--- src/rtl/tcia_pkg.sv ---
// Types, codes and range helpers for the typed checked integer ALU
`default_nettype none
package tcia_pkg;
	localparam int DivSteps = 32;

	localparam logic [2:0] OP_ADD = 3'd0;
	localparam logic [2:0] OP_SUB = 3'd1;
	localparam logic [2:0] OP_MUL = 3'd2;
	localparam logic [2:0] OP_DIV = 3'd3;
	localparam logic [2:0] OP_MOD = 3'd4;

	localparam logic [1:0] TY_INT8  = 2'd0;
	localparam logic [1:0] TY_INT16 = 2'd1;
	localparam logic [1:0] TY_INT32 = 2'd2;

	localparam logic [2:0] ST_OK        = 3'd0;
	localparam logic [2:0] ST_OVERFLOW  = 3'd1;
	localparam logic [2:0] ST_UNDERFLOW = 3'd2;
	localparam logic [2:0] ST_DIV_ZERO  = 3'd3;
	localparam logic [2:0] ST_OPERAND   = 3'd4;

	localparam logic signed [63:0] I8_LO   = -64'sd128;
	localparam logic signed [63:0] I8_HI   = 64'sd127;
	localparam logic signed [63:0] I16_LO  = -64'sd32768;
	localparam logic signed [63:0] I16_HI  = 64'sd32767;
	localparam logic signed [63:0] INT_MIN = -64'sd2147483648;
	localparam logic signed [63:0] INT_MAX = 64'sd2147483647;

	typedef struct packed {
		logic [2:0]         operation;
		logic [1:0]         type_a;
		logic signed [31:0] value_a;
		logic [1:0]         type_b;
		logic signed [31:0] value_b;
	} req_t;

	typedef struct packed {
		logic signed [31:0] result_value;
		logic [1:0]         result_type;
		logic [2:0]         status;
	} res_t;

	typedef struct packed {
		logic [2:0]         op;
		logic [1:0]         tr;
		logic [2:0]         status;
		logic signed [63:0] arith;
		logic               neg_q;
		logic               neg_r;
		logic [31:0]        divisor;
		logic [31:0]        rem;
		logic [31:0]        quo;
	} pipe_t;

	function automatic logic signed [63:0] type_lo(input logic [1:0] t);
		logic signed [63:0] lo;
		case (t)
			TY_INT8:  lo = I8_LO;
			TY_INT16: lo = I16_LO;
			default:  lo = INT_MIN;
		endcase
		return lo;
	endfunction

	function automatic logic signed [63:0] type_hi(input logic [1:0] t);
		logic signed [63:0] hi;
		case (t)
			TY_INT8:  hi = I8_HI;
			TY_INT16: hi = I16_HI;
			default:  hi = INT_MAX;
		endcase
		return hi;
	endfunction

	function automatic logic operand_ok(input logic [1:0] t, input logic [31:0] v);
		logic ok;
		case (t)
			TY_INT8:  ok = (&v[31:7]) | ~(|v[31:7]);
			TY_INT16: ok = (&v[31:15]) | ~(|v[31:15]);
			TY_INT32: ok = 1'b1;
			default:  ok = 1'b0;
		endcase
		return ok;
	endfunction
endpackage
`default_nettype wire

--- src/rtl/tcia_front.sv ---
// Front stages: request capture, operand checks, add/sub/mul and divider setup
`default_nettype none
module tcia_front (
	input  wire logic           clk,
	input  wire logic           arst_n,
	input  wire logic           adv,
	input  wire logic           req_valid,
	input  wire tcia_pkg::req_t req,
	output logic                valid_out,
	output tcia_pkg::pipe_t     pipe_out
);
	import tcia_pkg::*;

	logic  valid_s1, valid_s2;
	req_t  req_s1;
	pipe_t pipe_s2;
	pipe_t nxt;
	logic  ok_ops;
	logic  [1:0] tmax;
	logic  signed [63:0] sa, sb;

	always_comb begin
		sa = {{32{req_s1.value_a[31]}}, req_s1.value_a};
		sb = {{32{req_s1.value_b[31]}}, req_s1.value_b};
		tmax = (req_s1.type_a >= req_s1.type_b) ? req_s1.type_a : req_s1.type_b;
		ok_ops = operand_ok(req_s1.type_a, req_s1.value_a) &
			operand_ok(req_s1.type_b, req_s1.value_b);
		nxt.op = req_s1.operation;
		nxt.tr = (tmax > TY_INT32) ? TY_INT32 : tmax;
		if (!ok_ops) begin
			nxt.status = ST_OPERAND;
		end else if ((req_s1.operation == OP_DIV || req_s1.operation == OP_MOD) &&
			req_s1.value_b == 32'sd0) begin
			nxt.status = ST_DIV_ZERO;
		end else begin
			nxt.status = ST_OK;
		end
		case (req_s1.operation)
			OP_ADD:  nxt.arith = sa + sb;
			OP_SUB:  nxt.arith = sa - sb;
			OP_MUL:  nxt.arith = req_s1.value_a * sb;
			default: nxt.arith = 64'sd0;
		endcase
		nxt.neg_q = req_s1.value_a[31] ^ req_s1.value_b[31];
		nxt.neg_r = req_s1.value_a[31];
		nxt.divisor = req_s1.value_b[31] ? 32'(-req_s1.value_b) : req_s1.value_b;
		nxt.quo = req_s1.value_a[31] ? 32'(-req_s1.value_a) : req_s1.value_a;
		nxt.rem = '0;
	end

	always_ff @(posedge clk or negedge arst_n) begin
		if (!arst_n) begin
			valid_s1 <= 1'b0;
			valid_s2 <= 1'b0;
		end else if (adv) begin
			valid_s1 <= req_valid;
			valid_s2 <= valid_s1;
		end
	end

	always_ff @(posedge clk) begin
		if (adv) begin
			req_s1  <= req;
			pipe_s2 <= nxt;
		end
	end

	assign valid_out = valid_s2;
	assign pipe_out  = pipe_s2;
endmodule
`default_nettype wire

--- config.mk ---
export PLATFORM = sky130hd
export DESIGN_NAME = tcia_front
export DESIGN_NICKNAME = d
export VERILOG_FILES = /design/src/rtl/tcia_pkg.sv /design/src/rtl/tcia_front.sv
export SDC_FILE = /design/constraint.sdc
export NUM_CORES = 2
export LEC_CHECK = 0
export BUFFER_PORTS_ARGS = -buffer_cell sky130_fd_sc_hd__buf_4
export CORE_MARGIN = 8
export CORE_UTILIZATION = 59
export DETAILED_ROUTE_END_ITERATION = 7
export PLACE_DENSITY_LB_ADDON = 0.05
export SLEW_MARGIN = 40
export SYNTH_ARGS = -nofsm -noshare
export SYNTH_HDL_FRONTEND = slang
export SYNTH_SLANG_ARGS = --single-unit
export TNS_END_PERCENT = 10
--- constraint.sdc ---
create_clock -name clk -period 8.2 [get_ports clk]
set_input_delay 0.41 -clock clk [delete_from_list [all_inputs] [get_ports clk]]
set_output_delay 0.41 -clock clk [all_outputs]
set_load 0.1 [all_outputs]
==> impl_summary.log <==
[metrics] status: completed
[metrics] ports placed on the boundary: 246
[metrics] required time worst endpoint: 8490 ps
[metrics] headroom to the max-slew limit: 40.1%
[metrics] insertion delay of the later-clocked pin in the worst-skew pair: 590 ps
[metrics] fmax: 125 MHz
[metrics] maximum level of the CTS H-tree: 1
[metrics] instance count of the mapped netlist: 4961
[metrics] number of detailed-route iterations in the first pass: 6
[metrics] dominant combinational cell family by area after synthesis: adder cells
[metrics] mean instance size in the synthesized netlist: 9.66 um2
[metrics] CP Max Fanout: 26
[metrics] share of the synthesized netlist area taken by xor and xnor gates: 2.41%
[metrics] final worst path period share: 97.5%
[metrics] non-filler cells, final: 6372
[metrics] Final WS setup: 201 ps
[metrics] net count reported at finish: 6706
[metrics] die span in x: 301 um
[metrics] post-layout utilization of the core: 67.6%
[metrics] most frequent cell after synthesis: sky130_fd_sc_hd__fa_1
[metrics] proportion of register bits with asynchronous set or reset after synthesis: 0.952%
[metrics] synthesized-area fraction occupied by ao, oa, aoi and oai cells: 7.33%
[metrics] top cells by area, synth: sky130_fd_sc_hd__fa_1 (45%), sky130_fd_sc_hd__edfxtp_1 (13%), sky130_fd_sc_hd__inv_1 (8.1%), sky130_fd_sc_hd__ha_1 (6.6%), sky130_fd_sc_hd__and2_1 (5.7%)
[metrics] WP data arrival: 8280 ps
[metrics] Worst-path clk slew: 60 ps
[metrics] list of most frequent post-synthesis cells: sky130_fd_sc_hd__fa_1 (1084), sky130_fd_sc_hd__inv_1 (1034), sky130_fd_sc_hd__nand2_1 (553)
[metrics] flip-flop and latch count after synthesis: 210
[metrics] Core ar.: 0.0805 mm2
[metrics] area of the die: 0.0906 mm2
[metrics] largest area contributor in the netlist: sky130_fd_sc_hd__fa_1
[metrics] total congestion overflow: 0
[metrics] unrepaired setup endpoints after global routing: true
[metrics] count of yosys warnings during synthesis: 0
[metrics] total count of max-transition violations in the final report: 0
[metrics] startpoint of the most critical register-to-register path: req_s1[9]
[metrics] area fraction of the dominant cell type after synthesis: 45.3%
[metrics] wire per inst: 25.8 um
[metrics] DRC violations left: 0
[metrics] Worst path most repeated cell: sky130_fd_sc_hd__fa_1
[metrics] critical path's slowest cell: sky130_fd_sc_hd__fa_1
[metrics] sequential cell area fraction in the yosys report: 13.1%
[metrics] post-place setup slack: -21.9 ps
[metrics] number of sinks on the clock net: 210
[metrics] most used flip-flop cell after synthesis: sky130_fd_sc_hd__edfxtp_1
[metrics] Setup crit end kind: flop
[metrics] FF-to-FF setup slack: 200 ps
[metrics] number of buffers added by the clock tree synthesis step: 25
[metrics] hpwl dp: 132000 um
[metrics] source of the critical timing path: req_s1[9]
[metrics] chip height: 301 um
[metrics] worst hold start: req[49]
[metrics] CTS root buffer: sky130_fd_sc_hd__clkbuf_16
[metrics] area grow syn2layout: 13.6%
[metrics] element type at the critical path start: flop
[metrics] Placed Cells: 6261
[metrics] RD Place Congestion: 1.01
[metrics] number of nets with antenna violations after routing: 0
[metrics] global-route wire length before repair: 250000 um
[metrics] number of distinct library cells after synthesis: 82
[metrics] simple-gate share of the synthesized area: 14.2%
[metrics] Worst Hold Class: input pin to flop
[metrics] Final Hold Fails: 0
[metrics] number of placement rows: 104
[metrics] multiplexer share of the synthesized area: 0.175%
[metrics] number of global-route vias before repair: 39900
[metrics] Worst path max stage delay: 540 ps
[metrics] count of port buffers added during placement: 213
[metrics] slew of the pin with the lowest slew margin: 894 ps
[metrics] clock period minus worst slack: 8000 ps
[metrics] worst setup path category: flop to flop
[metrics] total via count in the routed design: 37300
[metrics] worst hold slack: 22.4 ps
[metrics] number of flops mapped to enable cells by yosys: 208
[metrics] count of maximum capacitance violations: 0
[metrics] Final Routed Wirelength: 164000 um
[metrics] largest buffer count on any clock path: 3
[metrics] worst clock skew: 24.5 ps
[metrics] Vias per Instance: 5.85
[metrics] TritonCTS clock tree: built
[metrics] Setup violations, final: 0
[metrics] number of antenna violations at the first check in global routing: 2
[metrics] post-synthesis instance area: 0.0479 mm2
[metrics] GRT Util Overall: 36.8%
[metrics] adder and majority gate portion of the synthesized area: 51.9%
[metrics] fraction of layout cells with a size suffix above 1: 12.1%
[metrics] detailed router's first-iteration violation count: 2884
[metrics] maximum number of pins on one net before global-route repair: 136
[metrics] initial core utilization: 59.5%
layout make-up:
cell class | instances | area (um2)
Sequential cell | 210 | 6300
Clock inverter | 14 | 191
Inverter | 1036 | 3900
Tap cell | 1060 | 1330
Clock buffer | 31 | 648
Timing Repair Buffer | 587 | 5320
Multi-Input combinational cell | 3433 | 36700
Fill cell | 6558 | 26100
Antenna cell | 1 | 2.50
registers in the layout (all words and copies together) (netlist names):
| register | cells |
|---|---|
| pipe_out | 137 |
| req_s1 | 67 |
| nxt | 4 |
| valid_out | 1 |
| valid_s1 | 1 |
per-layer routing:
metal | global-route usage, % | routed length, um | up-vias
li1 | - | - | 15700
met1 | 45.4 | 59100 | 19200
met2 | 60.3 | 77200 | 1873
met3 | 7.13 | 14800 | 528
met4 | 21.9 | 13200 | 0
met5 | 0 | 0 | -
cells by family (layout without fill, tap and decap cells):
family,Yosys count,count (layout)
simple gates,1389,1389
buf+inv,1349,1668
fa+ha+maj,1338,1338
compound gates,534,534
flops,210,210
xor+xnor,132,132
mux,8,8
other cells,1,33
path summary, 6_finish.rpt:
check                           cells after the start             to
max in group asynchronous                           2      valid_out
worst max register to register                     28  pipe_out[153]
min in group asynchronous                           2       valid_s1
worst min register to register                      1       valid_s1
worst max-delay path                               28  pipe_out[153]
worst min-delay path                                1     req_s1[49]
through the flow:
| stage | area, um2 | TNS (ps) |
|---|---|---|
| after floorplan | 48100 | 0 |
| after global placement | 52700 | 0 |
| after detailed placement | 52700 | -21.9 |
| after CTS | 54100 | 0 |
| after global routing | 54400 | -41.6 |
| final | 54400 | 0 |
cell usage in the layout, fill, tap and decap left out, drive strengths merged, types with 22 or more instances in the layout:
master       count
o21ai          140
ha             254
buf            534
nand2          553
clkbuf          32
inv           1033
dlygate4sd3     52
a21oi          130
and2           436
a21o            38
xnor2          104
nand4           31
o31ai           29
edfxtp         208
nand3           29
nor2           201
o22ai           22
conb            32
fa            1084
nor3            31
xor2            28
worst max-delay path, delay by kind of cell (launching register included):
| kind | cells | cell delay (ps) |
|---|---|---|
| compound gates | 6 | 1130 |
| buf+inv | 8 | 910 |
| flops | 1 | 380 |
| xor+xnor | 1 | 300 |
| fa+ha+maj | 9 | 4290 |
| simple gates | 4 | 650 |
repair_timing:
action | CTS | global route
setup endpoints to repair | 2 | 22
pin swaps | 0 | 10
hold endpoints to repair | 53 | 0
setup buffers | 0 | 12
gates cloned | 0 | 1
hold buffers | 52 | 0
resized for setup | 1 | 42
Power is not shown: default switching activity piles up to over one toggle a cycle in this logic, so the estimate is an artifact.
