### src/rtl/tcia_pkg.sv
// Types, codes and range helpers for the typed checked integer ALU
`default_nettype none
package tcia_pkg;
	localparam int DivSteps = 32;

	localparam logic [2:0] OP_ADD = 3'd0;
	localparam logic [2:0] OP_SUB = 3'd1;
	localparam logic [2:0] OP_MUL = 3'd2;
	localparam logic [2:0] OP_DIV = 3'd3;
	localparam logic [2:0] OP_MOD = 3'd4;

	localparam logic [1:0] TY_INT8  = 2'd0;
	localparam logic [1:0] TY_INT16 = 2'd1;
	localparam logic [1:0] TY_INT32 = 2'd2;

	localparam logic [2:0] ST_OK        = 3'd0;
	localparam logic [2:0] ST_OVERFLOW  = 3'd1;
	localparam logic [2:0] ST_UNDERFLOW = 3'd2;
	localparam logic [2:0] ST_DIV_ZERO  = 3'd3;
	localparam logic [2:0] ST_OPERAND   = 3'd4;

	localparam logic signed [63:0] I8_LO   = -64'sd128;
	localparam logic signed [63:0] I8_HI   = 64'sd127;
	localparam logic signed [63:0] I16_LO  = -64'sd32768;
	localparam logic signed [63:0] I16_HI  = 64'sd32767;
	localparam logic signed [63:0] INT_MIN = -64'sd2147483648;
	localparam logic signed [63:0] INT_MAX = 64'sd2147483647;

	typedef struct packed {
		logic [2:0]         operation;
		logic [1:0]         type_a;
		logic signed [31:0] value_a;
		logic [1:0]         type_b;
		logic signed [31:0] value_b;
	} req_t;

	typedef struct packed {
		logic signed [31:0] result_value;
		logic [1:0]         result_type;
		logic [2:0]         status;
	} res_t;

	typedef struct packed {
		logic [2:0]         op;
		logic [1:0]         tr;
		logic [2:0]         status;
		logic signed [63:0] arith;
		logic               neg_q;
		logic               neg_r;
		logic [31:0]        divisor;
		logic [31:0]        rem;
		logic [31:0]        quo;
	} pipe_t;

	function automatic logic signed [63:0] type_lo(input logic [1:0] t);
		logic signed [63:0] lo;
		case (t)
			TY_INT8:  lo = I8_LO;
			TY_INT16: lo = I16_LO;
			default:  lo = INT_MIN;
		endcase
		return lo;
	endfunction

	function automatic logic signed [63:0] type_hi(input logic [1:0] t);
		logic signed [63:0] hi;
		case (t)
			TY_INT8:  hi = I8_HI;
			TY_INT16: hi = I16_HI;
			default:  hi = INT_MAX;
		endcase
		return hi;
	endfunction

	function automatic logic operand_ok(input logic [1:0] t, input logic [31:0] v);
		logic ok;
		case (t)
			TY_INT8:  ok = (&v[31:7]) | ~(|v[31:7]);
			TY_INT16: ok = (&v[31:15]) | ~(|v[31:15]);
			TY_INT32: ok = 1'b1;
			default:  ok = 1'b0;
		endcase
		return ok;
	endfunction
endpackage
`default_nettype wire

### src/rtl/tcia_div_stage.sv
// One restoring-division step with its pipeline register
`default_nettype none
module tcia_div_stage (
	input  wire logic            clk,
	input  wire logic            arst_n,
	input  wire logic            adv,
	input  wire logic            valid_in,
	input  wire tcia_pkg::pipe_t pipe_in,
	output logic                 valid_out,
	output tcia_pkg::pipe_t      pipe_out
);
	import tcia_pkg::*;

	logic  valid_s1;
	pipe_t step_s1;
	pipe_t nxt;
	logic  [32:0] shifted, diff;

	always_comb begin
		nxt = pipe_in;
		shifted = {pipe_in.rem, pipe_in.quo[31]};
		diff = shifted - {1'b0, pipe_in.divisor};
		if (!diff[32]) begin
			nxt.rem = diff[31:0];
			nxt.quo = {pipe_in.quo[30:0], 1'b1};
		end else begin
			nxt.rem = shifted[31:0];
			nxt.quo = {pipe_in.quo[30:0], 1'b0};
		end
	end

	always_ff @(posedge clk or negedge arst_n) begin
		if (!arst_n) begin
			valid_s1 <= 1'b0;
		end else if (adv) begin
			valid_s1 <= valid_in;
		end
	end

	always_ff @(posedge clk) begin
		if (adv) begin
			step_s1 <= nxt;
		end
	end

	assign valid_out = valid_s1;
	assign pipe_out  = step_s1;
endmodule
`default_nettype wire

### config.mk
export PLATFORM = sky130hd
export DESIGN_NAME = tcia_div_stage
export DESIGN_NICKNAME = d
export VERILOG_FILES = /design/src/rtl/tcia_pkg.sv /design/src/rtl/tcia_div_stage.sv
export SDC_FILE = /design/constraint.sdc
export NUM_CORES = 1
export LEC_CHECK = 0
export ABC_CLOCK_PERIOD_IN_PS = 990
export BUFFER_PORTS_ARGS = -buffer_cell sky130_fd_sc_hd__buf_2
export CAP_MARGIN = 40
export CORE_ASPECT_RATIO = 0.9
export CORE_MARGIN = 3
export CORE_UTILIZATION = 40
export CTS_CLUSTER_DIAMETER = 80
export DETAILED_ROUTE_END_ITERATION = 6
export GPL_TIMING_DRIVEN = 0
export PLACE_DENSITY = 0.68
export SKIP_LAST_GASP = 1
export SLEW_MARGIN = 25
export SYNTH_ARGS = -nofsm -noshare
export SYNTH_HDL_FRONTEND = slang
export SYNTH_SLANG_ARGS = --single-unit
### constraint.sdc
create_clock -name clk -period 0.99 [get_ports clk]
set_input_delay 0.198 -clock clk [delete_from_list [all_inputs] [get_ports clk]]
set_output_delay 0.198 -clock clk [all_outputs]
set_load 0.02 [all_outputs]
==> flow_metrics.env, run 1 <==
export IMPL_required_ns=1.16
export IMPL_grt_overflow_total=0
export IMPL_cts_root_buf="clkbuf_16"
export IMPL_synth_edf_count=170
export IMPL_cp_start_kind="input port"
export IMPL_avgSynthCellArea_um2=14.3
export IMPL_fin_skew_ns=0
export IMPL_postSynthNetCount=739
export IMPL_grt_pass1_wl_um=38900
export IMPL_route_final_wire_length_um=29300
export IMPL_reg2reg_from="valid_out$_DFFE_PN0P_"
export IMPL_core_um2=18500
export IMPL_grt_usage=0.252
export IMPL_cts_sinks=171
export IMPL_maxCapViolCount=0
export IMPL_die_h_um=137
export IMPL_async_reset_ff_frac=0.00585
export IMPL_hp_class="in -> reg"
export IMPL_outcome="finished with violations"
export IMPL_area_growth_pct=74.5
export IMPL_dp_slack_ns=-2.33
export IMPL_die_area_um2=20700
export IMPL_fin_cells=1313
export IMPL_fmax_mhz=427
export IMPL_fill_cells=1195
export IMPL_netlist_area_um2=7590
export IMPL_start_util=0.410
export IMPL_row_count=47
export IMPL_synth_area_leaders="edfxtp_1, ha_1, mux2_4, a21oi_1, nand2_1"
export IMPL_pin_count=345
export IMPL_whs_path_depth=1
export IMPL_setup_ws_ns=-1.35
export IMPL_final_common_cell="buf_2"
export IMPL_fin_crit_sh=2.37
export IMPL_drt_iter0_markers=475
export IMPL_relSlewSlack=0.676
export IMPL_grt_pass1_vias=6680
export IMPL_slew_viol_final=0
export IMPL_yosys_area_top_type="edfxtp_1"
export IMPL_tightest_slew_ns=0.486
export IMPL_layout_nets=1260
export IMPL_reg2regPathDepth=1
export IMPL_hold_viol=0
export IMPL_place_inst=1122
export IMPL_critPathArrivalTime_ns=2.51
export IMPL_seqCellArea_um2=5130
export IMPL_multi_input_area_um2=2520
export IMPL_vias_per_cell=5.13
export IMPL_hp_start="pipe_in[65]"
export IMPL_yosys_area_top_type_share=0.672
export IMPL_final_cell_mix="buf_2, edfxtp_1, buf_6"
export IMPL_cts_buffers=17
export IMPL_failed_checks="negative setup slack"
export IMPL_min_period_ns=2.34
export IMPL_layout_drive_gt1_share=0.447
export IMPL_setup_viol=204
export IMPL_dp_hpwl_um=16900
export IMPL_p_per_area_nw_per_um2=1670
export IMPL_grt_antenna_before_repair=3
export IMPL_totalPowerFinal_mw=22.1
export IMPL_place_gp_congestion=0.879
export IMPL_ctsLongestPathBuffers=2
export IMPL_die_x_um=151
export IMPL_finish_utilization=0.715
export IMPL_cts_max_level=4
export IMPL_drt_pass1_iterations=5
export IMPL_wire_per_inst_um=22.3
export IMPL_clk_latency_ns=0.42
export IMPL_port_buffers=344
export IMPL_path_max_fanout=5
export IMPL_cts_tree="yes"
export IMPL_startpoint="pipe_in[44]"
export IMPL_grt_max_degree=95
export IMPL_vias=6730
export IMPL_cp_end_kind="flip-flop"
export IMPL_clk_pin_slew_ns=0.07
export IMPL_p_leak_nw=5.73
export IMPL_ys_seq_area_frac=0.675
export IMPL_critPathKind="in -> reg"
export IMPL_synth_distinct_cells=51
export IMPL_drc_errors=0
export IMPL_rsz0062_at_grt="yes"
export IMPL_ys_ff_latch=171
export IMPL_synth_ff_type="edfxtp_1"
export IMPL_ant_nets=0
export IMPL_ir_drop_uv=1140
export IMPL_syn_inst=532
export IMPL_yosysWarnings=0
[metrics by stage]
stage / setup TNS (ns) / hold slack [ns] / instance area, um2
global placement: -489.52 / -0.0274 / 9720
floorplan: -50.16 / -0.0976 / 7690
global route: -80.27 / 0.0159 / 13200
detailed placement: -125.88 / -0.0254 / 9760
finish: -72.20 / 0.0330 / 13300
CTS: -74.27 / 0.00441 / 12700
[Yosys cell counts, types with 6 or more instances]
| cell | number |
|---|---|
| a21o_1 | 15 |
| a21oi_1 | 34 |
| and3_1 | 6 |
| clkbuf_1 | 11 |
| edfxtp_1 | 170 |
| ha_1 | 32 |
| inv_1 | 41 |
| mux2_4 | 18 |
| nand2_1 | 44 |
| nand3_1 | 11 |
| nand4_1 | 7 |
| nor2_1 | 16 |
| o211ai_1 | 8 |
| o21a_1 | 6 |
| o21ai_0 | 24 |
| xnor2_1 | 14 |
| xor2_1 | 10 |
[logic make-up (layout without fill, tap and decap cells)]
| group | after synthesis | in the layout | share of synthesized area |
|---|---|---|---|
| AO/OA/AOI/OAI | 120 | 120 | 0.105 |
| XOR/XNOR | 24 | 24 | 0.0277 |
| adder cells (fa/ha/maj) | 33 | 33 | 0.0554 |
| buffers and inverters | 57 | 591 | 0.0313 |
| flip-flops | 171 | 171 | 0.675 |
| multiplexers | 19 | 19 | 0.0371 |
| other | 0 | 2 | 0 |
| AND/OR/NAND/NOR | 108 | 108 | 0.0682 |
[final timing paths]
path                                     endpoint  slack, ns
setup / recovery           pipe_out[54]$_DFFE_PP_      -1.35
max in group asynchronous   valid_out$_DFFE_PN0P_       0.81
hold / removal             pipe_out[65]$_DFFE_PP_       0.03
hold reg to reg             valid_out$_DFFE_PN0P_       0.58
min in group asynchronous   valid_out$_DFFE_PN0P_       0.09
setup reg to reg            valid_out$_DFFE_PN0P_       0.20
[critical path, cell delays in order]
cell	delay, ns
buf_4	0.13
ha_4	0.25
a21oi_4	0.15
o211ai_1	0.11
a221o_1	0.37
a211o_1	0.28
o211ai_1	0.28
o211ai_4	0.15
inv_4	0.14
buf_12	0.14
mux2_4	0.30
[registers in the layout (all words and copies together), names as in the netlist]
signal / cells
valid_out: 1
pipe_out: 170
[metal layers]
metal	vias up	global-route usage	part of all wire
li1	3046	-	-
met1	3232	0.298	0.37
met2	356	0.434	0.49
met3	92	0.0619	0.085
met4	4	0.116	0.056
met5	-	0	0.00075
[repair_timing]
item	4_1_cts	5_1_grt
cloned	4	1
resized for setup	205	182
pin swaps	26	16
setup buffers	20	2
setup endpoints to repair	298	259
hold endpoints to repair	138	0
hold buffers	138	0
[power by group]
group          switching (mW)  leakage, nW  internal, mW  total (mW)
registers               0.337         1.67          8.79        9.13
logic                    2.99         3.75          3.00        5.99
clock network            3.28        0.303          3.67        6.95
[area by class of cell]
type | count | share of cell area
clock buffer | 17 | 0.0321
tap | 245 | 0.0231
sequential | 171 | 0.387
buffer | 9 | 0.00793
multi-input combinational | 304 | 0.190
clock inverter | 15 | 0.0147
antenna | 2 | 0.000378
timing repair buffer | 508 | 0.331
inverter | 42 | 0.0132
No activity file was read; power rests on OpenSTA's default activity.
==> run 2, diff against run 1 <==
- ABC_CLOCK_PERIOD_IN_PS: 990 -> 1900
- PLACE_DENSITY: 0.68 -> 0.71
- SKIP_LAST_GASP: 1 -> default
- clock period: 0.99 -> 1.9 ns (I/O delays scaled with it)
==> run 2 against run 1 <==
  * The run still ends with negative setup slack left
  * Register-to-register slack better by 0.96 ns
  * Via count is 12% lower
  * Utilization is 12 points lower
  * Largest power group unchanged
==> flow_metrics.env, run 2 (same netlist as run 1, synthesis figures left out) <==
export IMPL_outcome="finished with violations"
export IMPL_failed_checks="negative setup slack"
export IMPL_largest_reg_flops=170
export IMPL_grt_overflow_total=0
export IMPL_start_util=0.410
export IMPL_rsz0062_at_grt="yes"
export IMPL_fin_cells=1185
export IMPL_postLayoutCellArea_um2=11100
export IMPL_port_buffers=344
export IMPL_critPathKind="in -> reg"
export IMPL_drt_pass1_iterations=4
export IMPL_fill_cells=1516
export IMPL_holdWs_ns=0.125
export IMPL_pin_count=345
export IMPL_drc_errors=0
export IMPL_layout_drive_gt1_share=0.521
export IMPL_core_um2=18500
export IMPL_grt_antenna_before_repair=9
export IMPL_cts_root_buf="clkbuf_16"
export IMPL_routed_top_layer="met5"
export IMPL_fin_crit_sh=1.37
export IMPL_required_ns=2.07
export IMPL_hp_class="in -> reg"
export IMPL_grt_pass1_wl_um=34300
export IMPL_row_count=47
export IMPL_grt_pass1_vias=5826
export IMPL_fmax_mhz=385
export IMPL_dr_wl_met3_um=2110
export IMPL_final_common_cell="buf_2"
export IMPL_p_per_area_nw_per_um2=982
export IMPL_maxCapViolCount=0
export IMPL_hold_viol=0
export IMPL_setup_ws_ns=-0.700
export IMPL_slew_viol_final=0
export IMPL_die_area_um2=20700
export IMPL_tns_ns=-20.99
export IMPL_drt_iter0_markers=382
export IMPL_cp_start_kind="input port"
export IMPL_layout_nets=1132
export IMPL_vias=5943
export IMPL_final_cell_mix="buf_2, edfxtp_1, inv_1"
export IMPL_dr_wl_met2_um=12000
export IMPL_clk_latency_ns=0.42
export IMPL_ctsLongestPathBuffers=2
export IMPL_grt_max_degree=95
export IMPL_area_growth_pct=46.2
export IMPL_min_period_ns=2.60
export IMPL_cts_buffers=17
export IMPL_relSlewSlack=0.582
export IMPL_cp_end_kind="flip-flop"
export IMPL_cts_tree="yes"
export IMPL_vias_per_cell=5.02
export IMPL_ir_drop_uv=630
export IMPL_die_x_um=151
export IMPL_cts_max_level=4
export IMPL_met1Wirelength_um=9310
export IMPL_tightest_slew_ns=0.628
export IMPL_path_max_fanout=6
export IMPL_critPathArrivalTime_ns=2.77
export IMPL_totalPowerFinal_mw=10.9
export IMPL_ant_nets=0
export IMPL_route_final_wire_length_um=24200
export IMPL_p_leak_nw=4.93
export IMPL_placed_area_um2=9760
export IMPL_cts_sinks=171
export IMPL_wire_per_inst_um=20.4
export IMPL_dp_hpwl_um=17800
export IMPL_place_gp_congestion=0.876
export IMPL_grt_usage=0.223
export IMPL_setup_viol=33
export IMPL_fin_skew_ns=0
export IMPL_clk_pin_slew_ns=0.08
export IMPL_die_h_um=137
export IMPL_place_inst=1122
run 2: changes by cell type in the layout (fill, tap and decap cells not counted), sizes merged:
cell	delta
dlygate4sd3	-137
clkinvlp	+1
clkinv	-1
buf	+10
clkbuf	-1
run 2: worst paths after layout:
| path | end | depth (start not counted) | startpoint | slack, ns |
|---|---|---|---|---|
| hold reg to reg | valid_out$_DFFE_PN0P_ | 1 | valid_out$_DFFE_PN0P_ | 0.51 |
| setup reg to reg | valid_out$_DFFE_PN0P_ | 1 | valid_out$_DFFE_PN0P_ | 1.16 |
| hold / removal | pipe_out[22]$_DFFE_PP_ | 1 | pipe_in[21] | 0.12 |
| setup / recovery | pipe_out[38]$_DFFE_PP_ | 13 | pipe_in[80] | -0.70 |
| max in group asynchronous | valid_out$_DFFE_PN0P_ | 2 | arst_n | 1.54 |
| min in group asynchronous | valid_out$_DFFE_PN0P_ | 2 | arst_n | 0.27 |
run 2: stage by stage:
stage	setup WS [ns]	utilization
2_1_floorplan	-0.883	-
3_3_place_gp	-1.84	0.525
3_5_place_dp	-1.60	0.527
4_1_cts	-0.651	0.588
5_1_grt	-0.760	0.600
6_report	-0.700	0.600
run 2: what timing repair did:
action	4_1_cts	5_1_grt
gates cloned	2	2
pin swaps	23	31
resized for setup	57	48
hold buffers	1	0
setup buffers	28	2
endpoints found under the setup margin	33	33
hold endpoints to repair	1	0
run 2: critical path, stage by stage:
cell,delay (ns)
buf_12,0.09
inv_12,0.03
ha_4,0.26
a21oi_4,0.13
o211ai_1,0.13
a221o_1,0.38
a211o_1,0.28
o21a_1,0.24
o211ai_4,0.21
inv_4,0.06
buf_12,0.14
buf_12,0.14
mux2_4,0.30
run 2: layout make-up:
class / count / area [um2] / share of cell area
Tap cell: 245 / 307 / 0.0276
Timing Repair Buffer: 380 / 2190 / 0.198
Multi-Input combinational cell: 304 / 2570 / 0.231
Antenna cell: 2 / 5.00 / 0.000451
Inverter: 42 / 178 / 0.0160
Sequential cell: 171 / 5130 / 0.462
Buffer: 9 / 98.8 / 0.00890
Clock buffer: 17 / 425 / 0.0383
Clock inverter: 15 / 201 / 0.0181
run 2: layer usage:
layer	track usage	vias up
met3	0.0695	49
met5	0	-
met1	0.268	2824
met4	0.0866	12
li1	-	2801
met2	0.375	257
run 2: power by group:
| part | total (mW) | switching, mW | internal, mW | leakage (nW) |
|---|---|---|---|---|
| logic | 2.60 | 1.49 | 1.11 | 2.95 |
| registers | 4.65 | 0.0825 | 4.57 | 1.67 |
| clock network | 3.65 | 1.73 | 1.92 | 0.300 |
