## config.mk

```make
export PLATFORM = sky130hd
export DESIGN_NAME = tcia_back
export DESIGN_NICKNAME = d
export VERILOG_FILES = /design/src/rtl/tcia_pkg.sv /design/src/rtl/tcia_back.sv
export SDC_FILE = /design/constraint.sdc
export NUM_CORES = 1
export LEC_CHECK = 0
export BUFFER_PORTS_ARGS = -buffer_cell sky130_fd_sc_hd__clkbuf_2
export CORE_MARGIN = 2
export CORE_UTILIZATION = 55
export CTS_CLUSTER_DIAMETER = 40
export DETAILED_ROUTE_END_ITERATION = 7
export PLACE_DENSITY = 0.92
export SYNTH_ARGS = -nofsm -noshare
export SYNTH_HDL_FRONTEND = slang
export SYNTH_SLANG_ARGS = --single-unit
```

## constraint.sdc

```tcl
create_clock -name clk -period 4.65 [get_ports clk]
set_clock_uncertainty 0.15 [all_clocks]
set_input_delay 0.93 -clock clk [delete_from_list [all_inputs] [get_ports clk]]
set_output_delay 0.93 -clock clk [all_outputs]
set_load 0.01 [all_outputs]
```

## src/rtl/tcia_pkg.sv

```systemverilog
// Types, codes and range helpers for the typed checked integer ALU
`default_nettype none
package tcia_pkg;
	localparam int DivSteps = 32;

	localparam logic [2:0] OP_ADD = 3'd0;
	localparam logic [2:0] OP_SUB = 3'd1;
	localparam logic [2:0] OP_MUL = 3'd2;
	localparam logic [2:0] OP_DIV = 3'd3;
	localparam logic [2:0] OP_MOD = 3'd4;

	localparam logic [1:0] TY_INT8  = 2'd0;
	localparam logic [1:0] TY_INT16 = 2'd1;
	localparam logic [1:0] TY_INT32 = 2'd2;

	localparam logic [2:0] ST_OK        = 3'd0;
	localparam logic [2:0] ST_OVERFLOW  = 3'd1;
	localparam logic [2:0] ST_UNDERFLOW = 3'd2;
	localparam logic [2:0] ST_DIV_ZERO  = 3'd3;
	localparam logic [2:0] ST_OPERAND   = 3'd4;

	localparam logic signed [63:0] I8_LO   = -64'sd128;
	localparam logic signed [63:0] I8_HI   = 64'sd127;
	localparam logic signed [63:0] I16_LO  = -64'sd32768;
	localparam logic signed [63:0] I16_HI  = 64'sd32767;
	localparam logic signed [63:0] INT_MIN = -64'sd2147483648;
	localparam logic signed [63:0] INT_MAX = 64'sd2147483647;

	typedef struct packed {
		logic [2:0]         operation;
		logic [1:0]         type_a;
		logic signed [31:0] value_a;
		logic [1:0]         type_b;
		logic signed [31:0] value_b;
	} req_t;

	typedef struct packed {
		logic signed [31:0] result_value;
		logic [1:0]         result_type;
		logic [2:0]         status;
	} res_t;

	typedef struct packed {
		logic [2:0]         op;
		logic [1:0]         tr;
		logic [2:0]         status;
		logic signed [63:0] arith;
		logic               neg_q;
		logic               neg_r;
		logic [31:0]        divisor;
		logic [31:0]        rem;
		logic [31:0]        quo;
	} pipe_t;

	function automatic logic signed [63:0] type_lo(input logic [1:0] t);
		logic signed [63:0] lo;
		case (t)
			TY_INT8:  lo = I8_LO;
			TY_INT16: lo = I16_LO;
			default:  lo = INT_MIN;
		endcase
		return lo;
	endfunction

	function automatic logic signed [63:0] type_hi(input logic [1:0] t);
		logic signed [63:0] hi;
		case (t)
			TY_INT8:  hi = I8_HI;
			TY_INT16: hi = I16_HI;
			default:  hi = INT_MAX;
		endcase
		return hi;
	endfunction

	function automatic logic operand_ok(input logic [1:0] t, input logic [31:0] v);
		logic ok;
		case (t)
			TY_INT8:  ok = (&v[31:7]) | ~(|v[31:7]);
			TY_INT16: ok = (&v[31:15]) | ~(|v[31:15]);
			TY_INT32: ok = 1'b1;
			default:  ok = 1'b0;
		endcase
		return ok;
	endfunction
endpackage
`default_nettype wire

```

## src/rtl/tcia_back.sv

```systemverilog
// Back stages: sign fixup, result select, range check and output register
`default_nettype none
module tcia_back (
	input  wire logic            clk,
	input  wire logic            arst_n,
	input  wire logic            adv,
	input  wire logic            valid_in,
	input  wire tcia_pkg::pipe_t pipe_in,
	output logic                 res_valid,
	output tcia_pkg::res_t       res
);
	import tcia_pkg::*;

	logic  valid_s1, valid_s2;
	logic  signed [63:0] val_s1;
	logic  [1:0] tr_s1;
	logic  [2:0] st_s1;
	res_t  res_s2;
	logic  signed [63:0] val_nxt, uq, ur;
	res_t  res_nxt;

	always_comb begin
		uq = {32'd0, pipe_in.quo};
		ur = {32'd0, pipe_in.rem};
		case (pipe_in.op) inside
			OP_ADD, OP_SUB, OP_MUL: val_nxt = pipe_in.arith;
			OP_DIV:  val_nxt = pipe_in.neg_q ? -uq : uq;
			OP_MOD:  val_nxt = pipe_in.neg_r ? -ur : ur;
			default: val_nxt = 64'sd0;
		endcase
	end

	always_comb begin
		res_nxt.result_type = tr_s1;
		res_nxt.status = st_s1;
		if (st_s1 == ST_OK) begin
			if (val_s1 < type_lo(tr_s1)) begin
				res_nxt.status = ST_UNDERFLOW;
			end else if (val_s1 > type_hi(tr_s1)) begin
				res_nxt.status = ST_OVERFLOW;
			end
		end
		res_nxt.result_value = (res_nxt.status == ST_OK) ? val_s1[31:0] : 32'sd0;
	end

	always_ff @(posedge clk or negedge arst_n) begin
		if (!arst_n) begin
			valid_s1 <= 1'b0;
			valid_s2 <= 1'b0;
		end else if (adv) begin
			valid_s1 <= valid_in;
			valid_s2 <= valid_s1;
		end
	end

	always_ff @(posedge clk) begin
		if (adv) begin
			val_s1 <= val_nxt;
			tr_s1  <= pipe_in.tr;
			st_s1  <= pipe_in.status;
			res_s2 <= res_nxt;
		end
	end

	assign res_valid = valid_s2;
	assign res       = res_s2;
endmodule
`default_nettype wire

```

==> results of run 1 <==
[stage by stage]
step	hold WS, ns	setup slack, ns	instance area (µm²)
3_3_place_gp	0.334	0.869	8170
4_1_cts	0.190	0.778	8510
5_1_grt	0.193	0.386	8510
6_report	0.202	0.683	8510
3_5_place_dp	0.309	0.793	8170
2_1_floorplan	0.277	1.21	7120
[where the power goes]
| part | internal (mW) | switching (mW) | leakage, nW | total, mW |
|---|---|---|---|---|
| clock | 0.486 | 0.347 | 0.166 | 0.832 |
| combinational | 0.202 | 0.280 | 2.49 | 0.481 |
| sequential | 1.16 | 0.0530 | 1.08 | 1.21 |
| total | 1.85 | 0.679 | 3.73 | 2.53 |
[worst reg2reg max path: stages (launching register included)]
cell      delay (ns)
edfxtp_1        0.36
buf_4           0.22
inv_1           0.55
ha_1            0.40
nor4_1          0.51
nand4_1         0.24
a211oi_1        0.28
o311a_1         0.28
a21o_1          0.55
and3_1          0.29
[cells in the final DEF, fill, tap and decap left out, drive strengths merged, types with 9 or more instances in the layout]
master	Yosys	routed
o41ai	9	9
inv	25	29
nand3	10	10
nor2	31	31
a21oi	48	48
nand2	68	68
nand4	13	13
nor2b	10	10
xor2	34	34
o21ai	36	36
nor3	13	13
o31ai	13	13
edfxtp	106	106
ha	51	51
and3	34	34
xnor2	20	20
nor4	21	21
a21o	20	20
o22ai	16	16
clkbuf	28	187
[flip-flops by register name (all words and copies together), names as in the netlist]
register and count:
val_s1 64, valid_s1 1, tr_s1 2, res 37
st_s1 3, res_valid 1
[cell type report]
class                   count  area [µm²]  area share (%)
clock buffers               9         225            2.65
flip-flops and latches    108        3230            38.0
well taps                 172         215            2.53
clock inverters             7         114            1.34
inverters                  25        93.8            1.10
repair buffers            186         951            11.2
multi-input cells         525        3670            43.2
[cell families (layout without fill, tap and decap cells)]
family                   after synthesis  in the layout  share of synthesized area [%]
flip-flops                           108            108                           45.4
AND/OR/NAND/NOR                      234            234                           18.3
buffers and inverters                 57            227                           3.21
adder cells (fa/ha/maj)               51             51                           8.96
multiplexers                           8              8                           1.16
AO/OA/AOI/OAI                        178            178                           16.4
XOR/XNOR                              54             54                           6.64
[layer usage]
metal	share of wire (%)	wire, µm
met1	42	7390
met2	46	8110
met3	8.8	1540
met4	2.8	493
met5	0	0
[worst min-delay path by stage]
stage / to / slack (ns) / depth (start not counted)
floorplan: res[3]$_DFFE_PP_ / 0.28 / 0
global placement: res_valid$_DFFE_PN0P_ / 0.33 / 1
detailed placement: res[3]$_DFFE_PP_ / 0.31 / 0
CTS: res_valid$_DFFE_PN0P_ / 0.19 / 1
global route: res_valid$_DFFE_PN0P_ / 0.19 / 1
finish: res_valid$_DFFE_PN0P_ / 0.20 / 1
==> impl_results.md, run 1 <==
* Max Cap Violations at 0
* GRT Max-Usage Layer: met2
* Nets at 1,080
* Reg2reg start: tr_s1[1]$_DFFE_PP_
* DRT Pass-1 Iters at 5
* H-tree Lvls at 3
* Ys Warns at 0
* Largest net degree at the start of global routing at 84
* Routed len/inst at 17.0 µm
* Initial DRC Count at 551
* GR Util met1 at about 34%
* GPL Wtd Cong at ~0.96
* CTS buffer count at 9
* Slew Limit Headroom at between 30% and 40%
* GR Layer Usage met2 at between 30% and 40%
* TritonCTS clock tree: yes
* Synth Register Bits at about 110
* Post-Syn Nets at 915
* DRC at 0
* Maximum vdd drop at 0.187 mV
* Mapped Cells at 690
* Hold Buf Count CTS at 0
* Worst Path Arrival at 4.03 ns
* Fill cells at 1,003
* Setup-failing EPs final at 0
* Share of layout cells above drive strength 1 at 26.7%
* Crit path to: res[9]$_SDFFCE_PP0P_
* Fin. Hold Viols at 0
* Worst path depth at 9
* Routed WL at 17,500 µm
* Top_reg_cell synth: edfxtp_1
* Worst R2R Path Depth at 9
* Final core utilization at around 67%
* Status: finished, final reports clean
* Detail Route Antenna Nets at 0
* Worst-case clock buffer depth at 2
* Post-DP HPWL at approximately 14,000 µm
* Total power density per cell area at roughly 300 nW/µm²
* Gr usage total at between 20 and 25%
* Chip Height at 118 µm
* CTS clock-pin slew for the worst setup and hold paths at 0.07 ns
* Congestion Overflow GR at 0
* Post-synth EDFFs at 106
* Root Buffer: clkbuf_16
* Slew Limit Fails at 0
* Seq/Total Area, Yosys at 45.4%
* Syn_area_per_cell at 10.3 µm²
* Vias at around 6,000
* Placed instance count at 1,016
* FP Rows at 41
* Top cells by area, synth: edfxtp_1 (45%), ha_1 (9.0%), xor2_1 (4.2%)
* Die W at 118 µm
* Critical path buffers and inverters at 2
* Critical path class: reg -> reg
* Post-cts resize count at 0
* Worst slew pin tran at 1.00 ns
* IO buf count at 179
* Top delay family on crit path: compound AO/OA/AOI/OAI gates
* Worst min path class: in -> async
* Reg2reg end: res[9]$_SDFFCE_PP0P_
* Initial antenna violation count at 0
* GR Layer Usage met3 at 3.73%
* Period utilization at 85.3%
* Worst Path Required at 4.71 ns
* RSZ-0062 raised after global routing: no
* Max incr delay on CP at 0.55 ns
* Async SR Flop Fraction at 1.85%
* First-pass GRT wire length at 27,500 µm
* Starting Density at a little under three fifths
* # diodes at 0
* CP cell instances: buf_4, inv_1, ha_1, nor4_1, nand4_1, a211oi_1, o311a_1, a21o_1, and3_1
* Post-synth top area cell: edfxtp_1
* Finished Layout Cells at between 1,000 and 1,500
* LEAKAGE at 3.73 nW
* Synthesized area at ~7000 µm²
* Post-synth top cells: edfxtp_1 (106), nand2_1 (58), ha_1 (51)
* DIE AREA at approximately 14,000 µm²
* Peak Freq at approximately 0.25 GHz
* Total negative slack at 0 ns
* Vias per inst at between 5 and 6
* Startpoint types: register
* Tmin final at 3.97 ns
* R2R Setup Slk at 0.68 ns
* CP startpoint: tr_s1[1]$_DFFE_PP_
* Core ar. at 12,600 µm²
* Crit Path Max Fanout at 31
* Top cell type's share of synthesized area at between 40% and 50%
* Synth-to-layout area growth at 19.4%
* Setup bufs post-CTS at 0
* Worst setup EP type: register
* Total power at 2.53 mW
* Clock Latency Late Sink at 0.35 ns
* CTS Sinks at approximately 110
* Most frequent cell after synthesis: edfxtp_1
* Yosys cell types at 63
* Slowest cell on crit path: inv_1
* Vias in the first global route at 5,580
* Io pins at 212
Note: power is estimated with default switching activity, not from simulation.
==> run 2, diff against run 1 <==
--- a/config.mk
+++ b/config.mk
@@ -7,10 +7,10 @@
 export LEC_CHECK = 0
 export BUFFER_PORTS_ARGS = -buffer_cell sky130_fd_sc_hd__clkbuf_2
 export CORE_MARGIN = 2
-export CORE_UTILIZATION = 55
+export CORE_UTILIZATION = 53
 export CTS_CLUSTER_DIAMETER = 40
 export DETAILED_ROUTE_END_ITERATION = 7
-export PLACE_DENSITY = 0.92
+export PLACE_DENSITY = 0.9
 export SYNTH_ARGS = -nofsm -noshare
 export SYNTH_HDL_FRONTEND = slang
 export SYNTH_SLANG_ARGS = --single-unit
==> constraint.sdc (replaced) <==
create_clock -name clk -period 4.1 [get_ports clk]
set_clock_uncertainty 0.15 [all_clocks]
set_input_delay 0.82 -clock clk [delete_from_list [all_inputs] [get_ports clk]]
set_output_delay 0.82 -clock clk [all_outputs]
set_load 0.01 [all_outputs]
==> impl_results.md, run 2 (synthesis gave the netlist of run 1 again) <==
* Worst setup EP type: register
* Maximum vdd drop at 0.250 mV (+34%)
* Largest net degree at the start of global routing at 81 (-3.6%)
* RSZ-0062 raised after global routing: no
* Congestion Overflow GR at 0 (unchanged)
* Final hold slack at 0.0853 ns (-0.116 ns)
* Sequential share of power at 49.3% (+1.3 points)
* Max Cap Violations at 0 (unchanged)
* CP cell instances: nor2_1, inv_1, ha_1, a21o_1, a21o_1, a221oi_1, a211oi_1, o311a_1, a21o_1, and3_1
* Clock Latency Late Sink at 0.35 ns (about the same)
* Worst Path Arrival at 3.77 ns (-0.26 ns)
* CP dominant cell by count: a21o_1
* Routed WL at 17,700 µm (+1.2%)
* R2R Setup Slk at 0.29 ns (-0.39 ns)
* DRT Pass-1 Iters at 5 (unchanged)
* CTS clock-pin slew for the worst setup and hold paths at 0.08 ns (about the same)
* Detail Route Antenna Nets at 0 (unchanged)
* Vias at 6,101 (+0.25%)
* Status: finished, final reports clean
* Share of layout cells above drive strength 1 at 26.9% (+0.17 points)
* Vias per inst at 5.88 (-0.33%)
* Total power density per cell area at 329 nW/µm² (+11%)
* Critical path class: reg -> reg
* Initial antenna violation count at 0 (unchanged)
* Top delay family on crit path: compound AO/OA/AOI/OAI gates
* TritonCTS clock tree: yes
* Critical path buffers and inverters at 1 (-1)
* DP Worst Slack at 0.351 ns (-0.442 ns)
* Startpoint types: register
* Logic pwr share at 19.6% (+0.6 points)
* Fin. Hold Viols at 0 (unchanged)
* Slew Limit Fails at 0 (unchanged)
* Setup-failing EPs final at 0 (unchanged)
* Synth-to-layout area growth at 19.3% (about the same)
* Post-cts resize count at 0 (unchanged)
* Routed len/inst at 17.1 µm (+0.65%)
* Post-DP Area at 8190 µm² (+0.25%)
* DRC at 0 (unchanged)
* First-pass GRT wire length at 28,100 µm (+2.3%)
* Slowest cell on crit path: edfxtp_1
* DIE AREA at 14,400 µm² (+3.6%)
* CTS Sinks at 108 (unchanged)
* Reg2reg end: res[8]$_SDFFCE_PP0P_
* Worst min path class: in -> async
* Worst slew pin tran at 0.920 ns (-0.0839 ns)
* Nets at 1,082 (+0.19%)
* Commonest non-fill, non-tap cells in the layout: clkbuf_2 (178), edfxtp_1 (106), nand2_1 (58)
* Commonest non-fill, non-tap cell in the layout: clkbuf_2
* Slew Limit Headroom at 38.7% (+5.8 points)
* GPL Wtd Cong at 0.925 (-3.9%)
* Crit Path Max Fanout at 31 (unchanged)
* Period utilization at 93.0% (+7.7 points)
* Initial DRC Count at 515 (-6.5%)
* Gr usage total at 24.8% (+0.058 points)
* Root Buffer: clkbuf_16
* # diodes at 0 (unchanged)
* Post-DP HPWL at 13,900 µm (+1.3%)
* Core ar. at 13,200 µm² (+4.5%)
* Vias in the first global route at 5,598 (+0.32%)
* Starting Density at 54.0% (-2.4 points)
* Worst Path Required at 4.06 ns (-0.65 ns)
* Worst R2R Path Depth at 10 (+1)
* Finished Layout Cells at 1,038 (+0.58%)
* Max incr delay on CP at 0.43 ns (-0.12 ns)
* P_int at 1.99 mW (+7.6%)
* IO buf count at 179 (unchanged)
* Reg2reg start: tr_s1[1]$_DFFE_PP_
* Hold Buf Count CTS at 0 (unchanged)
* Sw Share at 28.8% (+2.0 points)
* Io pins at 212 (unchanged)
* Peak Freq at 0.262 GHz (+4.1%)
* Tmin final at 3.81 ns (-0.155 ns)
* Chip Height at 120 µm (+1.8%)
* FP Rows at 42 (+2.4%)
* H-tree Lvls at 3 (unchanged)
* Most flop-heavy register: val_s1
* Final core utilization at 64.4% (-3.0 points)
* Die W at 120 µm (+1.8%)
* Psw at 0.806 mW (+19%)
* Worst-case clock buffer depth at 2 (unchanged)
* Clock power share at 31.1% (-1.8 points)
* Max reg flops at 64 (unchanged)
* Setup bufs post-CTS at 0 (unchanged)
* Total power at 2.80 mW (+11%)
* Design area at 8500 µm² (about the same)
* CTS buffer count at 9 (unchanged)
* Final worst slack at 0.288 ns (-0.395 ns)
* Total negative slack at 0 ns (unchanged)
* Placed instance count at 1,022 (+0.59%)
* LEAKAGE at 3.73 nW (about the same)
## run 2: power by group through the flow
stage	combinational [mW]	sequential, mW	clock [mW]
5_1_grt	0.607	1.39	0.922
3_5_place_dp	0.535	1.40	0
3_3_place_gp	0.516	1.40	0
2_1_floorplan	0.314	1.39	0
6_report	0.547	1.38	0.870
4_1_cts	0.542	1.38	0.884
## run 2: worst max-delay path by stage
stage | startpoint | end | slack, ns | cells after the start
floorplan | pipe_in[56] | val_s1[31]$_DFFE_PP_ | 0.77 | 8
global placement | pipe_in[16] | val_s1[31]$_DFFE_PP_ | 0.45 | 11
detailed placement | pipe_in[16] | val_s1[31]$_DFFE_PP_ | 0.35 | 11
CTS | tr_s1[1]$_DFFE_PP_ | res[8]$_SDFFCE_PP0P_ | 0.37 | 10
global route | tr_s1[1]$_DFFE_PP_ | res[8]$_SDFFCE_PP0P_ | 0.12 | 10
finish | tr_s1[1]$_DFFE_PP_ | res[8]$_SDFFCE_PP0P_ | 0.29 | 10
## run 2: worst register-to-register path, cell delays in order, from the launching register on
cell and delay, ns:
edfxtp_1 0.43, nor2_1 0.41, inv_1 0.27, ha_1 0.38, a21o_1 0.19, a21o_1 0.17, a221oi_1 0.29, a211oi_1 0.13
o311a_1 0.41, a21o_1 0.43, and3_1 0.32
## run 2: area by class of cell
type                       instances  area (µm²)
tap                              176         220
timing repair buffer             188         966
sequential                       108        3230
clock buffer                       9         225
multi-input combinational        525        3670
clock inverter                     7        88.8
fill                            1049        4690
inverter                          25        93.8
## run 2: metal layers
layer	wire (µm)	global-route usage (%)	up-vias
li1	-	-	2952
met1	7540	33.7	2801
met2	8240	40.0	314
met3	1460	3.71	34
met4	503	10.2	0
met5	0	0	-
